### config.mk
export PLATFORM = sky130hd
export DESIGN_NAME = btss_queue
export DESIGN_NICKNAME = d
export VERILOG_FILES = /design/src/rtl/btss_pkg.sv /design/src/rtl/btss_queue.sv
export SDC_FILE = /design/constraint.sdc
export NUM_CORES = 1
export LEC_CHECK = 0
export ABC_AREA = 1
export BUFFER_PORTS_ARGS = -buffer_cell sky130_fd_sc_hd__clkbuf_2
export CAP_MARGIN = 20
export CORE_ASPECT_RATIO = 0.8
export CORE_MARGIN = 3
export CORE_UTILIZATION = 56
export CTS_BUF_LIST = sky130_fd_sc_hd__clkbuf_4 sky130_fd_sc_hd__clkbuf_8
export CTS_CLUSTER_SIZE = 16
export DETAILED_ROUTE_END_ITERATION = 8
export GPL_ROUTABILITY_DRIVEN = 0
export GPL_TIMING_DRIVEN = 0
export PLACE_DENSITY = 0.79
export SYNTH_ARGS = -nofsm -noshare
export SYNTH_HDL_FRONTEND = slang
export SYNTH_SLANG_ARGS = --single-unit
### constraint.sdc
create_clock -name clk -period 3.8 [get_ports clk]
set_input_delay 1.14 -clock clk [delete_from_list [all_inputs] [get_ports clk]]
set_output_delay 1.14 -clock clk [all_outputs]
set_load 0.005 [all_outputs]
### src/rtl/btss_pkg.sv
// Shared types, sizes and helpers for the texel store and sampler.
// Used by every module of the block but btss_ram; depends on nothing.
package btss_pkg;

  localparam int MAX_WIDTH   = 256;
  localparam int MAX_HEIGHT  = 256;
  localparam int MEM_DEPTH   = MAX_WIDTH * MAX_HEIGHT;
  localparam int ADDR_W      = $clog2(MEM_DEPTH);
  localparam int DIM_W       = 9;
  localparam int COL_W       = $clog2(MAX_WIDTH);
  localparam int ROW_W       = $clog2(MAX_HEIGHT);
  localparam int COORD_W     = 24;
  localparam int TEXEL_W     = 24;
  localparam int FRAC_BITS   = 16;
  localparam int PROD_W      = 32;
  localparam int MOD_STEPS   = 4;
  localparam int MOD_BITS    = 4;
  localparam int MAG_W       = MOD_STEPS * MOD_BITS;
  localparam int QUEUE_DEPTH = 4;
  localparam int QPTR_W      = $clog2(QUEUE_DEPTH);
  localparam int PADDR_W     = 3;
  localparam int PDATA_W     = 32;

  localparam logic REG_WIDTH  = 1'b0;
  localparam logic REG_HEIGHT = 1'b1;

  localparam logic [DIM_W-1:0] WIDTH_RESET  = DIM_W'(MAX_WIDTH);
  localparam logic [DIM_W-1:0] HEIGHT_RESET = DIM_W'(MAX_HEIGHT);

  typedef enum logic {
    OP_LOAD   = 1'b0,
    OP_SAMPLE = 1'b1
  } op_e;

  typedef enum logic {
    MODE_CLAMP = 1'b0,
    MODE_WRAP  = 1'b1
  } mode_e;

  typedef struct packed {
    logic [DIM_W-1:0] w;
    logic [DIM_W-1:0] h;
  } dims_t;

  typedef struct packed {
    op_e                op;
    mode_e              mode;
    logic [COORD_W-1:0] a;
    logic [COORD_W-1:0] b;
  } qentry_t;

  function automatic logic [DIM_W-1:0] eff_dim(input logic [DIM_W-1:0] r,
                                               input logic [DIM_W-1:0] maxv);
    logic [DIM_W-1:0] d;
    if (r == '0) begin
      d = DIM_W'(1);
    end else if (r > maxv) begin
      d = maxv;
    end else begin
      d = r;
    end
    return d;
  endfunction

endpackage

### src/rtl/btss_queue.sv
// Short command queue between the front and back parts.
// Depends on btss_pkg for the entry type and depth.
module btss_queue
  import btss_pkg::*;
(
  input  logic    clk,
  input  logic    rst,
  input  logic    push,
  input  qentry_t push_entry,
  input  logic    pop,
  output qentry_t head,
  output logic    empty,
  output logic    full
);

  qentry_t           slots [QUEUE_DEPTH];
  logic [QPTR_W-1:0] wr_ptr;
  logic [QPTR_W-1:0] rd_ptr;
  logic [QPTR_W:0]   count;

  assign empty = (count == '0);
  assign full  = (count == (QPTR_W + 1)'(QUEUE_DEPTH));
  assign head  = slots[rd_ptr];

  always_ff @(posedge clk) begin
    if (push) begin
      slots[wr_ptr] <= push_entry;
    end
  end

  always_ff @(posedge clk) begin
    if (rst) begin
      wr_ptr <= '0;
      rd_ptr <= '0;
      count  <= '0;
    end else begin
      if (push) begin
        wr_ptr <= wr_ptr + QPTR_W'(1);
      end
      if (pop) begin
        rd_ptr <= rd_ptr + QPTR_W'(1);
      end
      if (push && !pop) begin
        count <= count + (QPTR_W + 1)'(1);
      end else if (pop && !push) begin
        count <= count - (QPTR_W + 1)'(1);
      end
    end
  end

  a_no_push_full: assert property (@(posedge clk) disable iff (rst) full |-> !push)
    else $error("push into full queue");
  a_no_pop_empty: assert property (@(posedge clk) disable iff (rst) empty |-> !pop)
    else $error("pop from empty queue");

endmodule

# Word-level counts from Yosys, hierarchy flattened

Memories as Yosys holds them, arrays and structs flattened. A register that Yosys moved wholly into a read port is not among the register bits.
Index checks and enable logic that the tools add are counted.

Add/subtract/negate cells: 4
$mul: 0
Div/mod/pow operators: 0
Order comparisons: 0
Equal/unequal tests: 1
Shifts and indexed selects: 0
Mux-type cells: 6
Bitwise operators: 0
Reduce and logical (&&, ||, !) cells: 6

Operators with widths:

| kind                | number |
|---|---|
| $mux 3              | 2 |
| $add 2x1->2 const B | 2 |
| $mux 2              | 2 |
| $add 3x1->3 const B | 1 |
| $eq 3x3->1 const B  | 1 |
| $logic_not 3->1     | 1 |
| $sub 3x1->3 const B | 1 |
| $logic_and 1x1->1   | 2 |
| $logic_not 1->1     | 2 |
| $mux 1              | 2 |
| $reduce_bool 2->1   | 1 |

Flip-flop bits (word level): 7
Bits in latches: 0
Bits in writable memories: 200
Memory bits (read-only): 0
Input port bits: 54
Output and inout bits: 52
Word-level logic and storage cells: 21
Memories: 1

Memories:

| memory | depth | width | rd ports | clocked after memory_dff | wr ports | RTL line         | RTL |
|---|---|---|---|---|---|---|---|
| slots  | 4     | 50    | 1        | 1                        | 1        | btss_queue.sv:16 | `qentry_t slots [QUEUE_DEPTH];` |

# Longest topological paths before layout

Depth in word-level cells: 4
Depth in mapped cells: 10
Mapped depth without buffers: 10

# Least setup slack after synthesis

Ideal clock, no wire load.

Path kind: input to register
From: input push
To: memory slots[0][0] in the netlist's numbering (enable)
Setup time: 0.404 ns
Arrival: 2.151 ns
Data required time: 3.396 ns
Path slack: 1.244 ns
Stages: 2
Path buffers: 0
Cell sequence: nand2_1 > inv_1

Cells in the longest elaborated chain, start to end: 2

Ends and longest elaborated chain:

| element                      | RTL line         | RTL |
|---|---|---|
| from (decl)                  | btss_queue.sv:8  | `input logic push,` |
| $mux 1                       | btss_queue.sv:26 | `if (push) begin` |
| $mux 1 (implied by the code) | btss_queue.sv:27 | `slots[wr_ptr] <= push_entry;` |
| to (decl)                    | btss_queue.sv:16 |  |

No other way between the ends.

==> flow_summary.json <==
{
  "area_growth_pct": 18.5,
  "start_util_pct": 58.2,
  "cp_slowest_cell": "dfxtp_1",
  "grt_usage_pct": 21.1,
  "ys_top_cells_by_count": "200 x edfxtp_1, 105 x nor2_1, 60 x o21ai_1, 50 x o22ai_1, 45 x o21ai_0",
  "grt_overflow_total": 0,
  "wl_per_cell_um": 19.1,
  "critPathMaxFanout": 10,
  "synth_cell_types": 23,
  "synth_area_per_cell_um2": 14.8,
  "critical-path-max-stage-delay_ns": 0.37,
  "crit_chain": "inv_1, buf_2, o21ai_1, o22ai_1, clkbuf_2",
  "synth.top_cell.area_share_pct": 75.1,
  "coreArea_um2": 13700,
  "drive_above_1_share_pct": 28.1,
  "cts_tree": "built",
  "drc": 0,
  "required_ns": 2.66,
  "crit_type": "reg -> out",
  "yosys_warnings": 0,
  "syn_nets": 601,
  "fillCellCount": 927,
  "hold_start": "rd_ptr[1]",
  "boundaryPins": 106,
  "total_power_mw": 5.00,
  "end_kind": "primary output",
  "slew_violations": 0,
  "timing.rr.end": "slots[0][39]",
  "hold_path_class": "reg -> reg",
  "clock_latency_ns": 0.55,
  "reg2reg_depth": 5,
  "crit_arrival_ns": 1.87,
  "finalCritPeriodShare_pct": 79.3,
  "async_flop_share_pct": 0,
  "drtIter0Drc": 391,
  "power.leakage_nw": 3.50,
  "hold_depth": 1,
  "grt_max_degree": 27,
  "syn_inst": 541,
  "synth_seq_cells": 209,
  "setup_viol": 0,
  "final.setup.tns_ns": 0,
  "clkTransAtPathRegs_ns": 0.06,
  "dieArea_um2": 15800,
  "dr.pass1.iters": 7,
  "seq_area_frac_synth_pct": 77.4,
  "root_buffer": "clkbuf_8",
  "antenna_found_initial": 1,
  "relSlewSlack_pct": 52.8,
  "cts.path.max_buffers": 3,
  "cts.repair.resized": 0,
  "die_h_um": 113,
  "finalCriticalPeriod_ns": 3.01,
  "synth.most_common_cell": "edfxtp_1",
  "cts-buffers-inserted": 31,
  "hold_viol_final": 0,
  "ir_drop_uv": 322,
  "holdPathEnd": "rd_ptr[1]",
  "htreeDepth": 1,
  "antenna_left": 0,
  "powerDensity_nw_per_um2": 527,
  "r2r_setup_slack_ns": 1.96,
  "hold_buffers": 0,
  "yosysTopAreaCell": "edfxtp_1",
  "dp_hpwl_um": 10400,
  "grt_pass1_vias": 5145,
  "grt_pass1_wl_um": 26300,
  "rows": 38,
  "drt-total-wl_um": 17000,
  "die_w_um": 140,
  "max_cap_viol_count": 0,
  "syn_area_um2": 7990,
  "port_buffers": 105,
  "cts.sinks": 209,
  "final_nets": 743,
  "vias_per_cell": 5.66,
  "via_count": 5023,
  "synthFlopType": "edfxtp_1",
  "rsz0062_at_grt": "false",
  "tightestPinTransition_ns": 0.707,
  "r2r_start": "wr_ptr[0]",
  "fin_skew_ns": 0.0221,
  "critPathLaunchType": "register",
  "max_freq_mhz": 332,
  "synth_edf_count": 200,
  "status": "completed",
  "postCtsSetupRepairBufs": 0,
  "synth_area_leaders": "edfxtp_1 75%, nor2_1 4.9%, o22ai_1 3.9%, o21ai_1 3.8%, o21ai_0 2.8%"
}
==> worst max-delay path, delay by kind of cell, from the launching register on <==
family	cells	cell delay (ns)
flops	1	0.37
compound gates	2	0.32
buf+inv	3	0.63
==> kinds of logic (layout without fill, tap and decap cells) <==
logic type | Yosys count | in the layout | share of synthesized area, %
flip-flops | 209 | 209 | 77.4
AO/OA/AOI/OAI | 158 | 158 | 10.7
AND/OR/NAND/NOR | 119 | 119 | 5.70
buffers and inverters | 48 | 214 | 5.10
adder cells (fa/ha/maj) | 6 | 6 | 1.03
XOR/XNOR | 1 | 1 | 0.110
other | 0 | 1 | 0
==> flip-flops by register name, indices dropped and copies added, names as in the netlist, named ones only <==
name,flops
slots,200
count,3
rd_ptr,2
wr_ptr,2
==> power by group <==
group / total, mW / switching (mW) / internal (mW)
clock: 1.84 / 0.803 / 1.04
combinational: 0.498 / 0.301 / 0.197
sequential: 2.66 / 0.0296 / 2.63
==> area by class of cell <==
| type | count | area [um^2] | area share (%) |
|---|---|---|---|
| buffer | 31 | 332 | 3.50 |
| antenna | 1 | 2.50 | 0.0264 |
| tap | 180 | 225 | 2.38 |
| timing repair buffer | 109 | 606 | 6.39 |
| sequential | 209 | 6190 | 65.3 |
| clock buffer | 48 | 579 | 6.11 |
| inverter | 17 | 76.3 | 0.805 |
| clock inverter | 9 | 68.8 | 0.726 |
| multi-input combinational | 284 | 1400 | 14.8 |
==> layer usage <==
| layer | global-route usage, % | wire length (um) | part of all wire (%) | vias to the layer above |
|---|---|---|---|---|
| li1 | - | - | - | 2316 |
| met2 | 34.7 | 8290 | 49 | 199 |
| met5 | 0 | 13 | 0.076 | - |
| met3 | 5.15 | 1260 | 7.4 | 34 |
| met1 | 28.5 | 7170 | 42 | 2472 |
| met4 | 6.13 | 261 | 1.5 | 2 |
==> metrics by stage <==
step	cells	hold WS (ns)	instance area (um^2)	util [%]	setup WS, ns
floorplan	541	0.412	7990	-	1.24
global placement	826	0.425	8740	63.6	0.307
finish	888	0.465	9480	69.0	0.786
detailed placement	830	0.444	8820	64.2	1.25
CTS	887	0.459	9470	68.9	0.765
global route	887	0.495	9470	68.9	0.666
==> worst max-delay path by stage <==
stage | to | depth (start not counted)
6_report | head[10] | 5
5_1_grt | head[45] | 4
4_1_cts | head[3] | 5
3_5_place_dp | slots[2][34] | 4
3_3_place_gp | slots[3][16] | 3
2_1_floorplan | slots[0][0] | 2
==> layout by cell type, fill, tap and decap left out <==
| master | count |
|---|---|
| a21oi_1 | 3 |
| buf_12 | 9 |
| buf_2 | 10 |
| buf_4 | 5 |
| buf_6 | 5 |
| buf_8 | 5 |
| bufinv_16 | 1 |
| clkbuf_2 | 105 |
| clkbuf_4 | 13 |
| clkbuf_8 | 35 |
| clkinv_1 | 3 |
| clkinv_2 | 4 |
| clkinvlp_4 | 1 |
| dfxtp_1 | 9 |
| diode_2 | 1 |
| dlymetal6s2s_1 | 1 |
| edfxtp_1 | 200 |
| fa_1 | 1 |
| ha_1 | 5 |
| inv_1 | 12 |
| inv_12 | 1 |
| inv_2 | 4 |
| nand2_1 | 9 |
| nand3_1 | 1 |
| nand4_1 | 1 |
| nor2_1 | 105 |
| nor2_2 | 1 |
| nor3_1 | 2 |
| o21ai_0 | 45 |
| o21ai_1 | 60 |
| o22ai_1 | 50 |
| xor2_1 | 1 |
Note: power is estimated with default switching activity, not from simulation.
