==> config.mk <==
export PLATFORM = sky130hd
export DESIGN_NAME = btss_front
export DESIGN_NICKNAME = d
export VERILOG_FILES = /design/src/rtl/btss_pkg.sv /design/src/rtl/btss_front.sv
export SDC_FILE = /design/constraint.sdc
export NUM_CORES = 1
export LEC_CHECK = 0
export BUFFER_PORTS_ARGS = -buffer_cell sky130_fd_sc_hd__buf_2
export CAP_MARGIN = 40
export CELL_PAD_IN_SITES_DETAIL_PLACEMENT = 0
export CELL_PAD_IN_SITES_GLOBAL_PLACEMENT = 1
export CORE_MARGIN = 1.5
export CORE_UTILIZATION = 45
export CTS_BUF_LIST = sky130_fd_sc_hd__clkbuf_8
export DETAILED_ROUTE_END_ITERATION = 8
export GPL_TIMING_DRIVEN = 0
export HOLD_SLACK_MARGIN = 0.05
export PLACE_DENSITY_LB_ADDON = 0.1
export RECOVER_POWER = 25
export SKIP_LAST_GASP = 1
export SLEW_MARGIN = 20
export SYNTH_ARGS = -nofsm -noshare
export SYNTH_HDL_FRONTEND = slang
export SYNTH_SLANG_ARGS = --single-unit
==> constraint.sdc <==
create_clock -name clk -period 21.7 [get_ports clk]
set_input_delay 1.085 -clock clk [delete_from_list [all_inputs] [get_ports clk]]
set_output_delay 1.085 -clock clk [all_outputs]
set_load 0.01 [all_outputs]
==> src/rtl/btss_pkg.sv <==
// Shared types, sizes and helpers for the texel store and sampler.
// Used by every module of the block but btss_ram; depends on nothing.
package btss_pkg;

  localparam int MAX_WIDTH   = 256;
  localparam int MAX_HEIGHT  = 256;
  localparam int MEM_DEPTH   = MAX_WIDTH * MAX_HEIGHT;
  localparam int ADDR_W      = $clog2(MEM_DEPTH);
  localparam int DIM_W       = 9;
  localparam int COL_W       = $clog2(MAX_WIDTH);
  localparam int ROW_W       = $clog2(MAX_HEIGHT);
  localparam int COORD_W     = 24;
  localparam int TEXEL_W     = 24;
  localparam int FRAC_BITS   = 16;
  localparam int PROD_W      = 32;
  localparam int MOD_STEPS   = 4;
  localparam int MOD_BITS    = 4;
  localparam int MAG_W       = MOD_STEPS * MOD_BITS;
  localparam int QUEUE_DEPTH = 4;
  localparam int QPTR_W      = $clog2(QUEUE_DEPTH);
  localparam int PADDR_W     = 3;
  localparam int PDATA_W     = 32;

  localparam logic REG_WIDTH  = 1'b0;
  localparam logic REG_HEIGHT = 1'b1;

  localparam logic [DIM_W-1:0] WIDTH_RESET  = DIM_W'(MAX_WIDTH);
  localparam logic [DIM_W-1:0] HEIGHT_RESET = DIM_W'(MAX_HEIGHT);

  typedef enum logic {
    OP_LOAD   = 1'b0,
    OP_SAMPLE = 1'b1
  } op_e;

  typedef enum logic {
    MODE_CLAMP = 1'b0,
    MODE_WRAP  = 1'b1
  } mode_e;

  typedef struct packed {
    logic [DIM_W-1:0] w;
    logic [DIM_W-1:0] h;
  } dims_t;

  typedef struct packed {
    op_e                op;
    mode_e              mode;
    logic [COORD_W-1:0] a;
    logic [COORD_W-1:0] b;
  } qentry_t;

  function automatic logic [DIM_W-1:0] eff_dim(input logic [DIM_W-1:0] r,
                                               input logic [DIM_W-1:0] maxv);
    logic [DIM_W-1:0] d;
    if (r == '0) begin
      d = DIM_W'(1);
    end else if (r > maxv) begin
      d = maxv;
    end else begin
      d = r;
    end
    return d;
  endfunction

endpackage

==> src/rtl/btss_front.sv <==
// Front part: takes items, assembles texels from the byte stream with row flip
// and padding skip, and pushes memory writes and sample commands. Uses btss_pkg.
module btss_front
  import btss_pkg::*;
(
  input  logic               clk,
  input  logic               rst,
  input  logic               restart,
  input  dims_t              dims,
  input  logic               accept,
  input  logic               operation,
  input  logic [7:0]         pixel_byte,
  input  logic [COORD_W-1:0] coord_u,
  input  logic [COORD_W-1:0] coord_v,
  input  logic               address_mode,
  output logic               push,
  output qentry_t            push_entry
);

  localparam logic [1:0] PH_BLUE  = 2'd0;
  localparam logic [1:0] PH_GREEN = 2'd1;
  localparam logic [1:0] PH_RED   = 2'd2;

  logic [COL_W-1:0] column_count;
  logic [ROW_W-1:0] row_count;
  logic [1:0]       byte_phase;
  logic [1:0]       pad_remaining;
  logic [15:0]      partial_texel;

  op_e              op;
  logic [COL_W-1:0] col_g;
  logic [ROW_W-1:0] row_g;
  logic [ROW_W-1:0] flip_row;
  logic [ADDR_W:0]  row_base;
  logic [ADDR_W-1:0] waddr;
  logic [DIM_W-1:0] col_inc;
  logic [DIM_W-1:0] row_inc;
  logic             texel_done;

  assign op       = op_e'(operation);
  assign col_g    = (DIM_W'(column_count) < dims.w) ? column_count : '0;
  assign row_g    = (DIM_W'(row_count) < dims.h) ? row_count : '0;
  assign flip_row = ROW_W'(dims.h - DIM_W'(1) - DIM_W'(row_g));
  assign row_base = (ADDR_W + 1)'(flip_row) * (ADDR_W + 1)'(dims.w);
  assign waddr    = ADDR_W'(row_base + (ADDR_W + 1)'(col_g));
  assign col_inc  = DIM_W'(col_g) + DIM_W'(1);
  assign row_inc  = DIM_W'(row_g) + DIM_W'(1);

  assign texel_done = accept && (op == OP_LOAD) && (pad_remaining == '0)
                      && (byte_phase == PH_RED);
  assign push       = (accept && (op == OP_SAMPLE)) || texel_done;

  always_comb begin
    push_entry.op = op;
    if (op == OP_SAMPLE) begin
      push_entry.mode = mode_e'(address_mode);
      push_entry.a    = coord_u;
      push_entry.b    = coord_v;
    end else begin
      push_entry.mode = MODE_CLAMP;
      push_entry.a    = {pixel_byte, partial_texel};
      push_entry.b    = COORD_W'(waddr);
    end
  end

  always_ff @(posedge clk) begin
    if (rst || restart) begin
      column_count  <= '0;
      row_count     <= '0;
      byte_phase    <= PH_BLUE;
      pad_remaining <= '0;
      partial_texel <= '0;
    end else if (accept && (op == OP_LOAD)) begin
      if (pad_remaining != '0) begin
        pad_remaining <= pad_remaining - 2'd1;
      end else begin
        case (byte_phase)
          PH_BLUE: begin
            partial_texel <= {8'd0, pixel_byte};
            byte_phase    <= PH_GREEN;
          end
          PH_GREEN: begin
            partial_texel[15:8] <= pixel_byte;
            byte_phase          <= PH_RED;
          end
          default: begin
            byte_phase <= PH_BLUE;
            if (col_inc >= dims.w) begin
              column_count  <= '0;
              pad_remaining <= dims.w[1:0];
              row_count     <= (row_inc >= dims.h) ? '0 : ROW_W'(row_inc);
            end else begin
              column_count <= COL_W'(col_inc);
              row_count    <= row_g;
            end
          end
        endcase
      end
    end
  end

endmodule

# Yosys cells after proc, flatten, opt, wreduce, memory -nomap -nowiden
# Index checks and enable logic that the tools add are counted.
[classes]
n_addsub = 6
mul = 1
order_cmp = 4
eq_ne = 3
mux = 11
bitwise = 3
reduce_logical = 17
[ops]
columns = ["op", "n"]
rows = [
  ["49-bit two-way mux", 1],
  ["8-bit two-way mux", 5],
  ["8-bit by 1-bit adder with 9-bit output (second input constant)", 2],
  ["9-bit greater-or-equal comparator", 2],
  ["8-bit by 9-bit < comparator with 1-bit output", 2],
  ["16-bit by 8-bit adder with 16-bit output", 1],
  ["8-bit by 9-bit multiplier with 16-bit output", 1],
  ["8-bit case mux with 2 select lines", 1],
  ["3-bit AND reduction", 4],
  ["8-bit by 1-bit subtractor with 8-bit output (second input constant)", 1],
  ["8-bit subtractor", 1],
  ["2-bit two-way mux", 3],
  ["2-bit nonzero test", 3],
  ["1-bit logical AND", 4],
  ["2-bit zero test", 2],
  ["2-bit case mux with 2 select lines", 1],
  ["1-bit inverter", 3],
  ["2-bit by 1-bit equality test with 1-bit output (second input constant)", 1],
  ["2-bit equality test (second input constant)", 1],
  ["1-bit logical OR", 2],
  ["2-bit by 1-bit != test with 1-bit output (second input constant)", 1],
  ["2-bit AND reduction", 1],
  ["2-bit OR reduction", 1],
  ["2-bit by 1-bit subtractor with 2-bit output (second input constant)", 1],
]
[word_totals]
reg_bits = 36
in_bits = 80
out_inout_bits = 51
wordCells = 51

# Logic depth before layout (Yosys ltp)
# Gate-level depths: netlist of the first run.
[depth]
ltp_word = 7
ltp_mapped = 33
ltp_nobuf = 33

# Worst setup path before layout of the first run
# OpenSTA, ideal clock, no wires.
[synth_path]
path_type = "input port to output port"
from = "input port dims[2] (netlist name)"
to = "output port push_entry[14] (netlist name)"
t_arrival_ns = 7.561
required_time_ns = 20.615
setup_slack_ns = 13.054
path_stages = 28
n_path_buf = 0
cell_sequence = "inv_1 ha_1 o21a_1 o21ai_0 o21bai_1 a21oi_2 nand2_1 ha_1 nor2b_1 o21ai_0 nand2b_1 a21o_1 a21oi_1 xnor2_1 nand2_1 fa_1 fa_1 inv_1 fa_1 inv_1 fa_1 inv_1 ha_1 or3_1 o32ai_1 o21ai_0 xnor2_1 o21ai_0"
[synth_lines]
columns = ["item", "line_no", "source"]
rows = [
  ["start, declared", "btss_front.sv:9", "input dims_t dims,"],
  ["end, declared", "btss_front.sv:17", "output qentry_t push_entry"],
]

==> flow_metrics.tcl, run 1 <==
set metrics [dict create \
    ys_seq_elements 36 \
    path_max_fanout 9 \
    drive_above_1_share_pct 21.7 \
    period_share_pct 45.3 \
    max_cap_violations 0 \
    io_buffers 129 \
    grt_pass1_vias 5444 \
    yosysSeqAreaShare_pct 12.0 \
    cts_resized 0 \
    post-cts-setup-buffers 0 \
    fillers 1322 \
    row_count 42 \
    yosysUniqueCellTypes 62 \
    hold_start "partial_texel[14]" \
    rr_startpoint "row_count[2]" \
    grt_max_degree 13 \
    fin_skew_ns 0.0102 \
    cts_tree "done" \
    grt-ovfl-total 0 \
    wl_per_cell_um 13.9 \
    fmax_mhz 102 \
    required_ns 20.61 \
    layout_commonest_cell "buf_2" \
    finalMaxSlewViolations 0 \
    cp-startpoint "dims[2]" \
    htreeDepth 2 \
    layout_common_cells "130 x buf_2, 105 x inv_1, 81 x nand2_1" \
    ir_drop_mv 0.0308 \
    synth_ff_type "dfxtp_1" \
    leakage_nw 3.56 \
    worst_r2r_endpoint "row_count[5]" \
    drc 0 \
    start_util_pct 45.7 \
    synth-async-reset-ratio_pct 0 \
    clk_pin_slew_ns 0.07 \
    insertion_delay_ns 0.29 \
    drt.antenna.violating_nets 0 \
    routed_wl_um 14700 \
    rsz0062_at_grt "false" \
    gp_congestion 0.823 \
    criticalPathCategory "primary input to primary output" \
    hpwl_um 12500 \
    grt_pass1_wl_um 25000 \
    via_per_inst 5.15 \
    clk_path_buf_depth 2 \
    holdBufCountCts 0 \
    die_width_um 119 \
    slowest_delay_ns 0.69 \
    drtIter0Drc 167 \
    place_inst 1047 \
    route.vias.total 5448 \
    netlist_instances 742 \
    core-area_um2 13100 \
    dieArea_um2 14100 \
    whs_ns 0.465 \
    max_slew_margin_pct 42.0 \
    seq_area_um2 721 \
    clock-sinks 36 \
    place_ws_ns 11.91 \
    netlist_area_um2 6010 \
    hold_violations 0 \
    crit_path_end_kind "primary output" \
    die_h_um 119 \
    root_buffer "clkbuf_8" \
    layout.nets 1087 \
    hp-class "register to register" \
    reg2reg_depth 19 \
    stdcell_count 1057 \
    r2r_slack_ns 16.73 \
    synth_edf_count 0 \
    setup_viol 0 \
    total_power_w 0.000461 \
    start_kind "primary input" \
    gr-usage-all-layers_pct 21.1 \
    syn_avg_cell_area_um2 8.10 \
    crit_end "push_entry[14]" \
    cp.arrival_ns 8.75 \
    setup_tns_ns 0 \
    antenna_found_initial 0 \
    ios 131 \
    drtPass1Iterations 4 \
    multi_input_area_um2 4780 \
    cts_buffers 5 \
    status "completed" \
    worst_pin_slew_ns 0.864 \
    min_period_ns 9.84 \
    yosysWarnings 0 \
    slowest_stage "xnor2_1" \
    syn_to_final_growth_pct 16.3 \
    p_per_area_nw_per_um2 65.9 \
    setup_ws_ns 11.86 \
    synth_nets 950 \
]
synth_stat cells (13+ instances only):
cell type / instances / area, um^2
xnor2_1: 24 / 210
ha_1: 78 / 976
fa_1: 50 / 1000
a21oi_1: 38 / 190
o21ai_0: 34 / 170
dfxtp_1: 36 / 721
nand2b_1: 17 / 106
and2_1: 52 / 325
clkbuf_1: 17 / 63.8
mux2_2: 28 / 315
inv_1: 105 / 394
nor2_1: 23 / 86.3
nand2_1: 81 / 304
a21o_1: 13 / 97.6
nand3_1: 28 / 140
stage by stage:
stage	utilization (%)	instance area, um^2
after floorplan	-	6010
after global placement	52.3	6880
after detailed placement	52.3	6880
after CTS	53.2	6990
after global routing	53.2	6990
final	53.2	6990
flip-flops by register name, summed over array words and instances, names as in the netlist:
register,cells
byte_phase,2
column_count,8
pad_remaining,2
partial_texel,16
row_count,8
how the worst min path moves through the flow:
stage / end / slack, ns / cells after the start
after floorplan: partial_texel[10] / 0.43 / 2
after global placement: partial_texel[13] / 0.45 / 2
after detailed placement: partial_texel[11] / 0.45 / 2
after CTS: partial_texel[14] / 0.47 / 2
after global routing: partial_texel[11] / 0.49 / 2
final: partial_texel[14] / 0.47 / 2
per-layer routing:
| metal | vias to the layer above | global-route usage (%) | share of wire, % |
|---|---|---|---|
| li1 | 2754 | - | - |
| met1 | 2561 | 27.7 | 47 |
| met2 | 124 | 38.8 | 50 |
| met3 | 9 | 1.21 | 2.8 |
| met4 | 0 | 3.39 | 0.59 |
| met5 | - | 0 | 0 |
where the power goes:
group | total (W) | internal, W | switching [W]
Combinational | 0.000335 | 0.000155 | 0.000180
Clock | 0.0000592 | 0.0000340 | 0.0000252
Sequential | 0.0000667 | 0.0000664 | 0.000000220
Total | 0.000461 | 0.000255 | 0.000206
critical path, delay by kind of cell:
kind / cells / cell delay, ns
buffers and inverters: 5 / 0.43
and+or+nand+nor: 5 / 1.16
AOI/OAI and AO/OA: 10 / 2.29
xor gates and xnor gates: 2 / 0.85
adders and majority gates: 7 / 2.93
cell families after synthesis:
group	Yosys count	synth area share [%]
DFF	36	12.0
buffers and inverters	132	8.43
muxes	28	5.25
and+or+nand+nor	248	21.3
adders and majority gates	128	32.9
AOI/OAI and AO/OA	138	15.3
xor gates and xnor gates	32	4.79
layout make-up:
| type | count | share of cell area, % |
|---|---|---|
| multi-input combinational | 574 | 68.4 |
| sequential | 36 | 10.3 |
| timing repair buffer | 130 | 9.29 |
| inverter | 105 | 5.64 |
| tap | 176 | 3.15 |
| buffer | 27 | 1.59 |
| clock buffer | 5 | 0.984 |
| clock inverter | 3 | 0.608 |
| antenna | 1 | 0.0358 |
Note: power is estimated with default switching activity, not from simulation.
==> run 2: changes to the inputs <==
- ABC_AREA: not set -> 1
- CORE_UTILIZATION: 45 -> 40
- clock period: 21.7 -> 9.15 ns (I/O delays scaled with it)
==> run 2 against run 1 <==
Compared with the run above: critical path type is now register to primary output; sequential cell count stayed put; die area grew 14%; synthesized cell count grew 28%; total power rose by 140%; non-clock buffer count down 10; worst hold slack got worse by 0.029 ns; register-to-register slack got worse by 12 ns; highest routed layer unchanged.
==> flow_metrics.tcl, run 2 <==
set metrics [dict create \
    worst_r2r_endpoint "row_count[3]" \
    antenna_found_initial 0 \
    drt.antenna.violating_nets 0 \
    netlist_top_cells_area "nand2_1 17%, fa_1 16%, ha_1 16%" \
    die_h_um 127 \
    grt_pass1_vias 5602 \
    holdBufCountCts 0 \
    root_buffer "clkbuf_8" \
    clk_path_buf_depth 2 \
    worst_pin_slew_ns 0.695 \
    row_count 45 \
    cts_buffers 5 \
    core-area_um2 15100 \
    slowest_stage "xor2_1" \
    hold_violations 0 \
    whs_endpoint "partial_texel[8]" \
    min_period_ns 8.42 \
    grt_max_degree 13 \
    drtPass1Iterations 4 \
    synth_xor_xnor_area_share_pct 1.86 \
    required_ns 8.69 \
    grt-ovfl-total 0 \
    criticalPathCategory "register to primary output" \
    synth_edf_count 0 \
    insertion_delay_ns 0.29 \
    max_cap_violations 0 \
    drtIter0Drc 207 \
    rsz0062_at_grt "false" \
    synth-simple-area-share_pct 29.1 \
    post-cts-setup-buffers 0 \
    muxShareOfSynthArea_pct 0 \
    hpwl_um 14100 \
    start_kind "register" \
    synthAdderAreaFrac_pct 32.3 \
    io_buffers 128 \
    wl_per_cell_um 12.7 \
    die_width_um 127 \
    finalInstanceArea_um2 7090 \
    synthTopCellsByCount "282 x nand2_1, 206 x inv_1, 78 x ha_1, 75 x nor2_1, 64 x a21oi_1" \
    period_share_pct 92.0 \
    dieArea_um2 16100 \
    setup_tns_ns 0 \
    route.vias.total 6005 \
    synth_top_cell_by_area "nand2_1" \
    whs_path_depth 3 \
    layout_commonest_cell "nand2_1" \
    synth-async-reset-ratio_pct 0 \
    drive_above_1_share_pct 14.4 \
    synth_top_family_by_area "adder cells" \
    layout_common_cells "282 x nand2_1, 208 x inv_1, 125 x buf_2" \
    clk_pin_slew_ns 0.08 \
    setup_viol 0 \
    via_per_inst 4.71 \
    fmax_mhz 119 \
    layout.nets 1294 \
    routed_wl_um 16200 \
    reg2reg_depth 21 \
    regMostFlops "partial_texel" \
    cp.arrival_ns 7.96 \
    stdcell_count 1275 \
    max_slew_margin_pct 53.5 \
    ys_seq_elements 36 \
    syn_avg_cell_area_um2 6.44 \
    r2r_slack_ns 4.94 \
    gp_congestion 0.860 \
    top_regs "partial_texel: 16 flops, column_count: 8 flops, row_count: 8 flops" \
    fillers 1641 \
    status "completed" \
    netlist_area_um2 6120 \
    diodes 0 \
    yosysWarnings 0 \
    crit_path_end_kind "primary output" \
    slowest_delay_ns 0.58 \
    rr_startpoint "column_count[3]" \
    netlist_instances 951 \
    yosysUniqueCellTypes 42 \
    gr-usage-all-layers_pct 20.5 \
    syn_to_final_growth_pct 15.7 \
    hold_start "pixel_byte[0]" \
    start_util_pct 40.6 \
    grt_pass1_wl_um 26900 \
    htreeDepth 2 \
    clock-sinks 36 \
    synth_most_common_cell "nand2_1" \
    ir_drop_mv 0.0882 \
    synth-compound-area-share_pct 10.4 \
    path_max_fanout 10 \
    place_inst 1267 \
    drc 0 \
    ios 131 \
    dpl_cell_area_um2 7000 \
    leakage_nw 4.06 \
    synth_nets 1159 \
    hp-class "primary input to register" \
    synth_ff_type "dfxtp_1" \
    yosysSeqAreaShare_pct 11.8 \
    p_per_area_nw_per_um2 155 \
    crit_top_cell "nand2_1" \
    fin_skew_ns 0.00461 \
    cts_tree "done" \
    finalMaxSlewViolations 0 \
    largest_reg_flops 16 \
    synth_top_area_share_pct 17.3 \
    cts_resized 0 \
]
[run 2: cell types whose count changed after synthesis, moves of 11 or more]
cell      change
xnor2_1      -21
and3_1       -11
and2_1       -52
nand2_1     +201
mux2_2       -28
nor2_1       +52
a21oi_1      +26
inv_1       +101
nand2b_1     -17
a21o_1       -12
[run 2: metrics by stage]
step / hold WS, ns / power (W) / setup WS (ns) / util, %
after floorplan: 0.424 / 0.000752 / 2.06 / -
after global placement: 0.439 / 0.000975 / 0.819 / 46.4
after detailed placement: 0.447 / 0.000972 / 0.825 / 46.4
after CTS: 0.431 / 0.00112 / 0.729 / 47.1
after global routing: 0.438 / 0.00125 / 0.137 / 47.0
final: 0.437 / 0.00110 / 0.733 / 47.0
[run 2: report_power, final]
part | switching [W] | internal [W] | leakage (nW)
logic | 0.000486 | 0.000314 | 3.71
registers | 0.000000435 | 0.000158 | 0.291
clock network | 0.0000612 | 0.0000806 | 0.0541
[run 2: how the worst max path moves through the flow]
stage                 startpoint             end  slack [ns]  cells past startpoint
finish              row_count[3]  push_entry[12]        0.73                     42
global route        row_count[3]  push_entry[13]        0.14                     39
CTS                 row_count[3]  push_entry[12]        0.73                     42
detailed placement       dims[7]  push_entry[12]        0.83                     42
global placement         dims[7]  push_entry[12]        0.82                     42
floorplan                dims[7]  push_entry[12]        2.06                     40
[run 2: cell type report]
class | count | area (um^2) | area share, %
clock buffers | 5 | 68.8 | 0.971
repair buffers | 128 | 636 | 8.97
multi-input cells | 685 | 4490 | 63.4
flip-flops and latches | 36 | 721 | 10.2
well taps | 188 | 235 | 3.32
plain buffers | 19 | 91.3 | 1.29
inverters | 211 | 797 | 11.2
clock inverters | 3 | 42.5 | 0.600
[run 2: layer usage]
layer  GRT usage, %  part of all wire, %  vias to the layer above
li1               -                    -                     3191
met1           27.9                   48                     2674
met2           36.4                   48                      121
met3           1.43                  3.2                       19
met4           3.54                  1.4                        0
met5              0                    0                        -
[run 2: critical path: cells and delay by family (launching register included)]
family / cells / cell delay (ns)
adder cells (fa/ha/maj): 8 / 3.05
flip-flops: 1 / 0.47
buffers and inverters: 11 / 1.04
AO/OA/AOI/OAI: 3 / 0.34
XOR/XNOR: 1 / 0.58
AND/OR/NAND/NOR: 19 / 2.14
[run 2: cell families after synthesis]
group                      after synthesis
DFF                                     36
adders and majority gates              128
AOI/OAI and AO/OA                      115
buffers and inverters                  230
xor gates and xnor gates                13
and+or+nand+nor                        429
==> run 3: changes to the inputs <==
- ABC_AREA: 1 -> not set
- CORE_UTILIZATION: 40 -> 42
==> run 3 against run 2 <==
Compared with the run above: count of clock-buffer cells in the layout increased by 1; total power decreased by 2.9%; routed wire length decreased by 9.5%; sequential share of layout area increased by 0.16 points; first-iteration DRC count decreased by 9.2%; utilization increased by 3.1 points; combinational power decreased by 1%; maximum frequency decreased by 1.0%; sequential cell count unchanged; cell count decreased by 17%.
==> flow_metrics.tcl, run 3 (same netlist as run 1, synthesis figures left out) <==
set metrics [dict create \
    dieArea_um2 15000 \
    switching_power_w 0.000487 \
    ios 131 \
    reg2reg_depth 19 \
    stdcell_count 1059 \
    cts_buffers 5 \
    critPathTopFamily "adder cells" \
    fmax_mhz 118 \
    status "completed" \
    hold_violations 0 \
    layout.nets 1086 \
    drc 0 \
    criticalPathCategory "register to primary output" \
    required_ns 8.69 \
    fin_skew_ns 0.00777 \
    grt_max_degree 12 \
    crit_buf_inv 4 \
    setup_viol 0 \
    start_kind "register" \
    drtPass1Iterations 4 \
    clock-sinks 36 \
    route.vias.total 5391 \
    worst_pin_slew_ns 0.802 \
    fillers 1449 \
    max_slew_margin_pct 46.6 \
    setup_tns_ns 0 \
    drtIter0Drc 188 \
    holdBufCountCts 0 \
    via_per_inst 5.09 \
    slowest_delay_ns 0.60 \
    cp.arrival_ns 8.05 \
    die_width_um 123 \
    gp_congestion 0.838 \
    gr-usage-all-layers_pct 19.7 \
    whs_path_depth 3 \
    finalInstanceArea_um2 6970 \
    routed_wl_um 14700 \
    crit_path_end_kind "primary output" \
    start_util_pct 43.1 \
    place_inst 1051 \
    ir_drop_mv 0.0766 \
    grt_pass1_vias 5354 \
    layout_commonest_cell "buf_2" \
    htreeDepth 2 \
    clk_path_buf_depth 2 \
    insertion_delay_ns 0.28 \
    core-area_um2 13900 \
    rsz0062_at_grt "false" \
    largest_reg_flops 16 \
    period_share_pct 93.0 \
    p_per_area_nw_per_um2 153 \
    row_count 43 \
    wl_per_cell_um 13.9 \
    die_h_um 123 \
    crit_cells 26 \
    hp-class "primary input to register" \
    diodes 0 \
    whs_ns 0.430 \
    total_power_w 0.00107 \
    seqPwrFrac_pct 14.8 \
    drive_above_1_share_pct 21.3 \
    dpl_cell_area_um2 6880 \
    grt_pass1_wl_um 24500 \
    clk_pin_slew_ns 0.07 \
    max_cap_violations 0 \
    io_buffers 129 \
    syn_to_final_growth_pct 16.0 \
    slowest_stage "o32ai_1" \
    drt.antenna.violating_nets 0 \
    p_int_w 0.000582 \
    layout_common_cells "127 x buf_2, 106 x inv_1, 81 x nand2_1" \
    regMostFlops "partial_texel" \
    grt-ovfl-total 0 \
    antenna_found_initial 0 \
    cts_tree "done" \
    root_buffer "clkbuf_8" \
    hpwl_um 12500 \
    min_period_ns 8.51 \
    path_max_fanout 10 \
    top_regs "partial_texel: 16 flops, column_count: 8 flops, row_count: 8 flops" \
    combPwrFrac_pct 74.2 \
    power.share.clock_pct 11.1 \
    p_sw_share_pct 45.5 \
    leakage_nw 3.54 \
    finalMaxSlewViolations 0 \
]
## run 3: routing by layer
| metal | part of all wire [%] | wire, um | track usage [%] |
|---|---|---|---|
| met1 | 48 | 7030 | 26.5 |
| met2 | 49 | 7220 | 35.9 |
| met3 | 2.6 | 384 | 1.02 |
| met4 | 0.35 | 52 | 2.40 |
| met5 | 0 | 0 | 0 |
## run 3: power groups by stage
stage	registers [W]	clock network, W	logic (W)
final	0.000158	0.000118	0.000793
after global routing	0.000158	0.000126	0.000912
after CTS	0.000158	0.000120	0.000804
after detailed placement	0.000162	0	0.000800
after global placement	0.000162	0	0.000784
after floorplan	0.000162	0	0.000606
## run 3: through the flow
stage	setup WS, ns	utilization, %
after floorplan	1.76	-
after global placement	0.715	49.4
after detailed placement	0.530	49.4
after CTS	0.483	50.0
after global routing	0.0867	50.0
final	0.644	50.0
## run 3: what timing repair did
action,4_1_cts,5_1_grt
gates resized for setup,0,1
endpoints found under the setup margin,0,2
setup buffers,0,0
## run 3: path summary, 6_finish.rpt
| check | startpoint | slack [ns] | endpoint |
|---|---|---|---|
| setup / recovery | row_count[2] | 0.64 | push_entry[14] |
| hold / removal | pixel_byte[6] | 0.43 | partial_texel[6] |
| setup reg to reg | row_count[2] | 4.32 | row_count[5] |
| hold reg to reg | partial_texel[13] | 0.46 | partial_texel[13] |
## run 3: worst reg2reg max path: stages (launching register included)
cell	delay (ns)
dfxtp_1	0.42
ha_1	0.26
o21a_1	0.17
o21ai_0	0.32
o21bai_1	0.15
a21oi_2	0.40
nand2_1	0.15
inv_1	0.14
ha_1	0.29
and3_1	0.25
nand3_1	0.10
xor2_1	0.16
nor2_1	0.17
ha_1	0.29
a2111oi_2	0.39
nor2b_1	0.18
o21ai_1	0.13
a211oi_1	0.47
nand4_1	0.15
a31oi_1	0.18
## run 3: final cells by class
type,instances,area [um^2],share of cell area [%]
multi-input combinational,574,4790,68.7
sequential,36,721,10.3
timing repair buffer,129,638,9.15
inverter,105,394,5.65
tap,180,225,3.23
buffer,27,111,1.60
clock buffer,6,82.6,1.18
clock inverter,2,11.3,0.161
